**config.mk**
```make
export PLATFORM = sky130hd
export DESIGN_NAME = sbol_ram
export DESIGN_NICKNAME = d
export VERILOG_FILES = /design/src/rtl/sbol_ram.sv
export SDC_FILE = /design/constraint.sdc
export NUM_CORES = 1
export LEC_CHECK = 0
export BUFFER_PORTS_ARGS = -buffer_cell sky130_fd_sc_hd__buf_2
export CELL_PAD_IN_SITES_DETAIL_PLACEMENT = 1
export CELL_PAD_IN_SITES_GLOBAL_PLACEMENT = 1
export CORE_UTILIZATION = 45
export DETAILED_ROUTE_END_ITERATION = 12
export GPL_TIMING_DRIVEN = 0
export PLACE_DENSITY_LB_ADDON = 0.1
export SLEW_MARGIN = 5
export SYNTH_ARGS = -nofsm -noshare
export SYNTH_HDL_FRONTEND = slang
export SYNTH_SLANG_ARGS = --single-unit
```
**constraint.sdc**
```tcl
create_clock -name clk_i -period 2.61 [get_ports clk_i]
set_input_delay 0.522 -clock clk_i [delete_from_list [all_inputs] [get_ports clk_i]]
set_output_delay 0.522 -clock clk_i [all_outputs]
set_load 0.02 [all_outputs]
```
**src/rtl/sbol_ram.sv**
```systemverilog
module sbol_ram #(
  parameter int Width = 8,
  parameter int Depth = 16
) (
  input  logic                     clk_i,
  input  logic                     we_i,
  input  logic [$clog2(Depth)-1:0] waddr_i,
  input  logic [Width-1:0]         wdata_i,
  input  logic [$clog2(Depth)-1:0] raddr_i,
  output logic [Width-1:0]         rdata_o
);

  logic [Width-1:0] mem [Depth];
  logic [Width-1:0] rdata_q;

  always_ff @(posedge clk_i) begin
    if (we_i) begin
      mem[waddr_i] <= wdata_i;
    end
    rdata_q <= mem[raddr_i];
  end

  assign rdata_o = rdata_q;

endmodule

```
==> results.yml <==
layout:
  multi_input_area_um2: 1060
  fin_cells: 424
  antenna-diode-count: 0
  drive_gt1_share_pct: 25.0
  syn_to_final_growth_pct: 15.1
  fin_util_pct: 54.0
  nFillCells: 981
  layout.nets: 290
  seqCellArea_um2: 4000
pwr:
  power_density_nw_per_um2: 789
  clkPwrFrac_pct: 42.1
  power_frac_comb_pct: 5.4
  p_int_mw: 3.71
  seqPwrFrac_pct: 52.5
  fin_total_pwr_mw: 4.67
  switching_share_pct: 20.6
  irDropWorstVdd_mv: 0.358
  p_switching_mw: 0.962
  power_leakage_nw: 1.97
setup_path:
  slowest_delay_ns: 0.99
  critPathTopFamily: "simple AND/OR/NAND/NOR gates"
  cp-end-kind: "register"
  cp-start-kind: "primary input"
  worst-setup-path-type: "primary input to register"
  cp_max_fo: 8
  critical-path-slowest-cell: "nor3_1"
  arrival_ns: 2.18
  crit_buf_inv: 1
  crit_chain: "buf_2 -> or3b_2 -> nor3_1"
  crit_required_ns: 2.63
global_route:
  overflow: 0
  grt_pass1_vias: 2409
  grt_util_all_layers_pct: 19.6
  grt_max_degree: 17
  grtUsageMet3_pct: 4.12
  antenna_found_initial: 0
  top_usage_layer: "met2"
  grt_pass1_wl_mm: 15.1
  grtUsageMet2_pct: 29.0
  grtUsageMet1_pct: 27.8
synth:
  synth_adder_area_share_pct: 0
  avgSynthCellArea_um2: 22.5
  synth_top_family_by_area: "multiplexers"
  synth_xor_area_share_pct: 0
  syn_area_um2: 5150
  syn_inst: 229
  synth_fp_nets: 247
  synth_top_area_share_pct: 74.7
  synth.distinct_cells: 19
  synth_mux_area_share_pct: 15.0
  yosysSeqAreaShare_pct: 77.8
  synth_area_leaders: "edfxtp_1, mux4_2, mux4_1"
  ys_ff_latch: 136
  synth-simple-area-share_pct: 3.18
  yosysWarnings: 0
  synth_top_area_cell: "edfxtp_1"
  synth-compound-area-share_pct: 2.33
sta:
  clock_skew_ns: 0.00935
  worstMarginPinSlew_ns: 1.28
  hold_violations: 0
  period_minus_slack_ns: 2.16
  rsz0062_at_grt: "no"
  clock.fmax_mhz: 463
  setup_viol_count_final: 0
  slew_violations: 0
  period_share_pct: 82.7
  max_slew_margin_pct: 13.9
status:
  status: "complete, no violations"
placement:
  io_buffers: 24
  place_congestion: 0.658
  dp_cells: 393
  place_hpwl_mm: 6.61
route:
  dr.pass1.iters: 6
  initialDrtViolationCount: 112
  vias: 2383
  final_antenna_net_count: 0
  drc: 0
  drt-wirelength-per-cell_um: 24.3
  via_per_inst: 5.62
  drt-total-wl_mm: 10.3
floorplanning:
  start_util_pct: 46.9
  die_h_um: 109
  num_rows: 38
  die_x_um: 109
  ios: 26
  die-area_um2: 11900
  core-area_um2: 11000
clock_network:
  cts.clk_slew.worst_paths_ns: 0.05
  hold_buffers: 0
  cts.sinks: 136
  clock_path_buffers: 2
  htreeDepth: 4
  clk_latency_ns: 0.41
  cts_root_buffer: "clkbuf_16"
  cts_tree: "yes"
  postCtsResizedCells: 0
  numCtsBuffers: 17
  postCtsSetupBuffers: 0
min_path:
  min_path_type: "primary input to register"
flow_run:
  cap_violations: 0
## area by class of cell
cell class	instances	share of cell area, %
Multi-Input combinational cell	83	17.9
Buffer	10	1.46
Sequential cell	136	67.6
Clock inverter	10	0.633
Timing Repair Buffer	24	2.03
Clock buffer	21	7.43
Tap cell	140	2.96
## stage by stage
stage	instance area (um^2)	setup WS [ns]	hold slack, ns	setup TNS [ns]
floorplan	5150	0.595	0.621	0
global placement	5440	-0.0290	0.657	-0.229
detailed placement	5440	-0.0458	0.680	-0.364
CTS	5920	0.386	0.512	0
global route	5930	0.350	0.527	0
finish	5930	0.451	0.513	0
## worst paths after layout
check                   from          to  slack [ns]  depth (start not counted)
setup / recovery  waddr_i[2]   mem[0][0]        0.45                          3
hold / removal    wdata_i[6]   mem[2][6]        0.51                          1
setup reg to reg   mem[1][0]  rdata_o[0]        1.14                          3
hold reg to reg   mem[11][1]  rdata_o[1]        0.68                          3
## synth_stat cells
master / number
mux4_2: 18
buf_4: 1
dfxtp_1: 8
mux4_1: 14
buf_2: 3
or3b_2: 1
nor2b_1: 1
and2_1: 1
nand3_1: 1
a22oi_1: 16
nand2b_1: 2
nor3_1: 4
nand3b_1: 2
nor2_1: 13
nand2_1: 9
and2b_1: 1
buf_6: 3
edfxtp_1: 128
clkdlybuf4s25_2: 3
## logic make-up (layout without fill, tap and decap cells)
group | after synthesis | in the layout
buf+inv | 10 | 65
compound gates | 16 | 16
mux | 32 | 32
simple gates | 35 | 35
flops | 136 | 136
## registers in the layout, summed over array words and instances, names as in the netlist
signal   flops
mem        128
rdata_o      8
## power by group through the flow
stage	Clock, mW	Sequential, mW	Combinational (mW)
global route	2.06	2.46	0.271
finish	1.97	2.46	0.252
CTS	1.99	2.46	0.256
global placement	0	2.50	0.249
detailed placement	0	2.50	0.256
floorplan	0	2.52	0.124
## layout by cell type, fill, tap and decap left out
master,netlist,layout
edfxtp_1,128,128
buf_2,3,27
mux4_2,18,18
clkbuf_16,0,17
a22oi_1,16,16
mux4_1,14,14
nor2_1,13,13
clkinv_1,0,10
nand2_1,9,9
dfxtp_1,8,8
clkbuf_1,0,4
buf_6,3,3
clkdlybuf4s25_2,3,3
nor3_1,4,3
nand3b_1,2,2
nand2b_1,2,2
nor2b_1,1,1
buf_4,1,1
and2_1,1,1
and2b_1,1,1
nand3_1,1,1
nor3_2,0,1
or3b_2,1,1
## metal layers
| metal | vias up | routed length (um) | share of wire, % |
|---|---|---|---|
| met5 | - | 0 | 0 |
| met4 | 0 | 154 | 1.5 |
| met3 | 12 | 361 | 3.5 |
| met2 | 47 | 4920 | 48 |
| met1 | 1263 | 4890 | 47 |
| li1 | 1061 | - | - |
No activity file was read; power rests on OpenSTA's default activity.
