### src/rtl/sbol_pkg.sv
package sbol_pkg;

  localparam int CAPACITY     = 1024;
  localparam int ADDR_W       = $clog2(CAPACITY);
  localparam int CNT_W        = $clog2(CAPACITY + 1);
  localparam int KEY_BITS     = 16;
  localparam int PAYLOAD_BITS = 32;
  localparam int SEQ_W        = 32;
  localparam int WORD_W       = 1 + KEY_BITS + SEQ_W + PAYLOAD_BITS;
  localparam int DRAW_W       = 16;
  localparam int EPS_W        = 17;
  localparam int TAU_W        = 16;
  localparam int WGT_W        = 25;
  localparam int VAL_W        = 35;
  localparam int PROD_W       = 52;
  localparam int FRAC_W       = 16;
  localparam int NUM_SCALE    = 256 * 94548;
  localparam int SCALE_W      = $clog2(NUM_SCALE + 1);
  localparam int NUM_W        = KEY_BITS + SCALE_W;
  localparam int SHIFT_W      = $clog2(WGT_W);
  localparam int MUL_CNT_W    = $clog2(EPS_W);

  localparam logic [1:0] FUNC_INSERT = 2'd0;
  localparam logic [1:0] FUNC_REMOVE = 2'd1;
  localparam logic [1:0] FUNC_CLEAR  = 2'd2;

  localparam logic [1:0] STATUS_OK    = 2'd0;
  localparam logic [1:0] STATUS_EMPTY = 2'd1;
  localparam logic [1:0] STATUS_FULL  = 2'd2;

  localparam logic [2:0] REG_TEMP = 3'd0;
  localparam logic [2:0] REG_EPS  = 3'd1;
  localparam logic [2:0] REG_SIZE = 3'd2;
  localparam logic [2:0] REG_WGT  = 3'd3;
  localparam logic [2:0] REG_TIES = 3'd4;

  typedef enum logic [3:0] {
    S_CLR, S_IDLE, S_SCAN, S_EVAL, S_VALUE, S_WWAIT, S_ACC,
    S_MUL, S_MEND, S_PSET, S_WRITE, S_DONE
  } state_e;

  typedef enum logic [1:0] {
    SCAN_FREE, SCAN_BUCKET, SCAN_RAND, SCAN_OLD
  } scan_mode_e;

  typedef enum logic [1:0] {
    PH_FIRST, PH_TOTAL, PH_CUM
  } phase_e;

  typedef enum logic [1:0] {
    W_IDLE, W_DIV, W_EXP, W_DONE
  } w_state_e;

  function automatic logic [31:0] halving_f(input logic [3:0] idx);
    logic [31:0] h;
    case (idx)
      4'd0:  h = 32'd3037000500;
      4'd1:  h = 32'd3611622603;
      4'd2:  h = 32'd3938502376;
      4'd3:  h = 32'd4112874773;
      4'd4:  h = 32'd4202935003;
      4'd5:  h = 32'd4248701952;
      4'd6:  h = 32'd4271771996;
      4'd7:  h = 32'd4283353945;
      4'd8:  h = 32'd4289156690;
      4'd9:  h = 32'd4292061010;
      4'd10: h = 32'd4293513907;
      4'd11: h = 32'd4294240540;
      4'd12: h = 32'd4294603903;
      4'd13: h = 32'd4294785596;
      4'd14: h = 32'd4294876445;
      default: h = 32'd4294921870;
    endcase
    return h;
  endfunction

endpackage

### src/rtl/sbol_weight.sv
module sbol_weight (
  input  logic                          clk_i,
  input  logic                          rst_ni,
  input  logic                          start_i,
  input  logic [sbol_pkg::KEY_BITS-1:0] key_i,
  input  logic [sbol_pkg::TAU_W-1:0]    tau_i,
  output logic                          done_o,
  output logic [sbol_pkg::WGT_W-1:0]    weight_o
);
  import sbol_pkg::*;

  w_state_e state_q, state_d;
  logic [NUM_W-1:0]   num_q, num_d;
  logic [NUM_W-1:0]   quot_q, quot_d;
  logic [TAU_W:0]     rem_q, rem_d;
  logic [5:0]         step_q, step_d;
  logic [32:0]        m_q, m_d;
  logic [SHIFT_W-1:0] n_q, n_d;
  logic [TAU_W:0]     tau_eff;
  logic [TAU_W:0]     rem_sh;
  logic [63:0]        prod;
  logic [NUM_W-FRAC_W-1:0] n_full;
  logic [31:0]        h;

  assign tau_eff = (tau_i == '0) ? (TAU_W+1)'(1) : {1'b0, tau_i};
  assign rem_sh  = {rem_q[TAU_W-1:0], num_q[NUM_W-1]};
  assign n_full  = quot_q[NUM_W-1:FRAC_W];
  assign h       = halving_f(step_q[3:0]);
  assign prod    = m_q[31:0] * h;

  always_comb begin
    state_d = state_q;
    case (state_q)
      W_IDLE: if (start_i) state_d = W_DIV;
      W_DIV: begin
        if (step_q == 6'(NUM_W - 1)) begin
          state_d = W_EXP;
        end
      end
      W_EXP: begin
        if (n_full >= (NUM_W-FRAC_W)'(WGT_W)) begin
          state_d = W_DONE;
        end else if (step_q == 6'(FRAC_W - 1)) begin
          state_d = W_DONE;
        end
      end
      W_DONE:  state_d = W_IDLE;
      default: state_d = W_IDLE;
    endcase
  end

  always_comb begin
    num_d  = num_q;
    quot_d = quot_q;
    rem_d  = rem_q;
    step_d = step_q;
    m_d    = m_q;
    n_d    = n_q;
    case (state_q)
      W_IDLE: begin
        num_d  = NUM_W'(key_i) * NUM_W'(NUM_SCALE);
        quot_d = '0;
        rem_d  = '0;
        step_d = '0;
      end
      W_DIV: begin
        num_d = num_q << 1;
        if (rem_sh >= tau_eff) begin
          rem_d  = rem_sh - tau_eff;
          quot_d = {quot_q[NUM_W-2:0], 1'b1};
        end else begin
          rem_d  = rem_sh;
          quot_d = {quot_q[NUM_W-2:0], 1'b0};
        end
        step_d = (step_q == 6'(NUM_W - 1)) ? '0 : step_q + 6'd1;
        m_d    = 33'h1_0000_0000;
      end
      W_EXP: begin
        n_d = n_full[SHIFT_W-1:0];
        if (n_full >= (NUM_W-FRAC_W)'(WGT_W)) begin
          m_d = '0;
        end else if (quot_q[4'd15 - step_q[3:0]]) begin
          m_d = m_q[32] ? {1'b0, h} : {1'b0, prod[63:32]};
        end
        step_d = step_q + 6'd1;
      end
      default: ;
    endcase
  end

  assign done_o   = (state_q == W_DONE);
  assign weight_o = m_q[32:8] >> n_q;

  always_ff @(posedge clk_i or negedge rst_ni) begin
    if (!rst_ni) begin
      state_q <= W_IDLE;
    end else begin
      state_q <= state_d;
    end
  end

  always_ff @(posedge clk_i) begin
    num_q  <= num_d;
    quot_q <= quot_d;
    rem_q  <= rem_d;
    step_q <= step_d;
    m_q    <= m_d;
    n_q    <= n_d;
  end

endmodule

### config.mk
export PLATFORM = sky130hd
export DESIGN_NAME = sbol_weight
export DESIGN_NICKNAME = d
export VERILOG_FILES = /design/src/rtl/sbol_pkg.sv /design/src/rtl/sbol_weight.sv
export SDC_FILE = /design/constraint.sdc
export NUM_CORES = 2
export LEC_CHECK = 0
export ABC_AREA = 0
export BUFFER_PORTS_ARGS = -buffer_cell sky130_fd_sc_hd__buf_2
export CORE_UTILIZATION = 60
export CTS_BUF_LIST = sky130_fd_sc_hd__clkbuf_4 sky130_fd_sc_hd__clkbuf_8
export DETAILED_ROUTE_END_ITERATION = 8
export MAX_ROUTING_LAYER = met4
export PLACE_DENSITY = 0.75
export SLEW_MARGIN = 15
export SYNTH_ARGS = -nofsm -noshare
export SYNTH_HDL_FRONTEND = slang
export SYNTH_SLANG_ARGS = --single-unit
export TNS_END_PERCENT = 50
### constraint.sdc
create_clock -name clk_i -period 16.95 [get_ports clk_i]
set_clock_uncertainty 0.15 [all_clocks]
set_input_delay 3.39 -clock clk_i [delete_from_list [all_inputs] [get_ports clk_i]]
set_output_delay 3.39 -clock clk_i [all_outputs]
set_load 0.03 [all_outputs]
==> impl_metrics.yaml <==
outcome:
  status: "complete, no violations"
logic_synthesis:
  syn_area_per_cell_um2: 9.397
  ys_seq_area_share_pct: 10.19
  synth_fp_nets: 6266
  synth_seq_cells: 165
  synth.distinct_cells: 78
  synth_top_area_share_pct: 42.46
  yosysWarningCount: 0
  synthArstFlopShare_pct: 1.212
  yosysTopAreaCell: "fa_1"
  syn_inst: 4842
  synth_edf_count: 132
  syn_area_um2: 45500
  synth_area_leaders: "fa_1 42%, ha_1 12%, edfxtp_1 8.7%"
  ys.flop_type: "edfxtp_1"
timing:
  min_period_over_period_pct: 54.70
  fmax_mhz: 107.9
  tightest_slew_ps: 1185
  period_minus_slack_ps: 9271
  hold_ws_ps: 337.2
  maxSlewViolCount: 0
  setup_viol: 0
  rsz0062_at_grt: "false"
  relSlewSlack_pct: 20.97
  tns_ps: 0
  hold_viol: 0
  layout_setup_ws_ps: 7679
floorplan:
  boundaryPins: 61
  dieArea_um2: 76940
  die_w_um: 277.4
  start_util_pct: 60.92
  core-area_um2: 74700
  die-height_um: 277.4
  rows: 100
placed_design:
  gp_congestion: 0.9299
  pre_cts_ws_ps: 7337
  portBuffers: 60
  hpwlAfterDp_um: 85490
setup_path:
  worstReg2RegEnd: "m_q[30]$_SDFFCE_PP0P_"
  rr_worst_depth: 26
  worstPathRequired_ps: 17100
  cp.arrival_ps: 9420
  startpoint: "m_q[10]$_SDFFCE_PP0P_"
  worst_r2r_startpoint: "m_q[10]$_SDFFCE_PP0P_"
  startpoint_type: "flip-flop"
  endpoint_kind: "flip-flop"
  path_max_fanout: 20
  worstSetupPathType: "reg -> reg"
  regToRegSetupSlack_ps: 7680
cts:
  postCtsSetupRepairBufs: 0
  clockRootBuffer: "clkbuf_8"
  cts_buffers: 17
  clockBufferDepth: 2
  clkTransAtPathRegs_ps: 120
  clock_latency_ps: 520
  cts-htree-levels: 4
  ctsHoldBuffers: 0
  cts.repair.resized: 0
  cts_tree: "done"
  clock_sinks: 165
drt:
  post_drt_wl_per_cell_um: 19.66
  dr.first_iter.drc_count: 2165
  drc: 0
  wl_um: 112500
  via_per_inst: 5.670
  ant_nets: 0
  num_vias: 32460
  firstDrtPassIters: 8
cells_and_area:
  seq_area_um2: 4638
  layout_common_cells: "1041 x inv_1, 965 x fa_1, 615 x and2_1, 553 x nand2_1, 423 x ha_1"
  layout_commonest_cell: "inv_1"
  drive_gt1_share_pct: 4.627
  multi_input_area_um2: 36030
  finish.net_count: 6166
  nFillCells: 6207
  area_delta_synth_final_pct: 3.377
global_route:
  grt_pass1_wl_um: 186300
  grt-ovfl-total: 0
  grt_max_degree: 79
  grt_pass1_vias: 35070
  track_usage_pct: 31.97
  antenna_found_initial: 5
hold_path:
  hp-class: "reg -> reg"
  min_path_cells: 0
  hp-start: "quot_q[19]$_SDFFCE_PN0P_"
  holdPathEnd: "n_q[3]$_DFFE_PP_"
run:
  maxCapViolations: 0
[routing by layer]
metal  global-route usage [%]  part of all wire (%)  routed length [um]
met3                    5.037                   7.7                8689
met1                    39.95                    40               44500
met4                    10.61                   3.4                3798
met5                        -                     0                   0
met2                    53.21                    49               55540
[critical path, cell delays in order (launching register included)]
cell and delay (ps):
edfxtp_1 1150, buf_4 450, and2_1 200, fa_1 460
fa_1 450, fa_1 550, inv_1 50, fa_1 470
inv_1 50, fa_1 500, inv_1 60, fa_1 550
inv_1 60, fa_1 520, fa_1 430, ha_1 340
nand3_1 120, o32ai_1 330, nand2_1 100, o211a_1 160
and3_4 200, nor4b_1 880, o211ai_1 170, nand3_1 180
a21oi_1 100, xnor2_1 130, a22o_1 220
[synth_stat cells (all sizes together) (15+ instances only)]
library cell,n
mux2i,25
a21o,41
fa,965
edfxtp,132
xnor2,41
a21oi,135
inv,1041
nor2b,33
and2,617
clkbuf,238
ha,424
a211oi,24
nor3,21
nand2,553
and3,17
nor2,107
dfxtp,31
mux4,17
nand2b,19
o21ai,113
a31oi,15
nand3,23
xor2,29
nand4,18
[cells by family (layout without fill, tap and decap cells)]
group           after synthesis  in the layout  synth area share, %
simple gates               1454           1454                16.38
fa+ha+maj                  1389           1389                54.12
buf+inv                    1294           1207                10.72
compound gates              419            419                5.637
flops                       165            165                10.19
xor+xnor                     70             70                1.347
mux                          51             51                1.614
other cells                   0              1                    0
[worst max-delay path by stage]
stage	to	slack (ps)	depth (start not counted)
global route	m_q[24]$_SDFFCE_PP0P_	7530	24
detailed placement	num_q[40]$_DFFE_PP_	7340	23
finish	m_q[30]$_SDFFCE_PP0P_	7680	26
CTS	m_q[30]$_SDFFCE_PP0P_	7870	25
global placement	num_q[40]$_DFFE_PP_	7330	23
floorplan	num_q[40]$_DFFE_PP_	7970	22
[layout make-up]
type                       instances  area share [%]
clock buffer                      17          0.4974
multi-input combinational       3383           76.59
antenna                            1        0.005320
inverter                        1044           8.331
tap                              969           2.577
clock inverter                    15          0.3644
timing repair buffer             131           1.772
sequential                       165           9.860
[registers in the layout, summed over array words and instances (netlist names)]
register / flops
state_q: 2
n_q: 5
rem_q: 16
h: 31
num_q: 31
step_q: 6
m_q: 33
quot_q: 41
[stage by stage]
| step | cells | cell area, um2 | util [%] |
|---|---|---|---|
| 2_1_floorplan | 4842 | 45500 | - |
| 3_3_place_gp | 5692 | 46630 | 62.43 |
| 3_5_place_dp | 5692 | 46630 | 62.43 |
| 4_1_cts | 5724 | 47040 | 62.97 |
| 5_1_grt | 5725 | 47040 | 62.97 |
| 6_report | 5725 | 47040 | 62.97 |
Power is left out: the tool's default activity adds up to more than one toggle a clock period on the data nets, which glitch-free logic cannot reach.
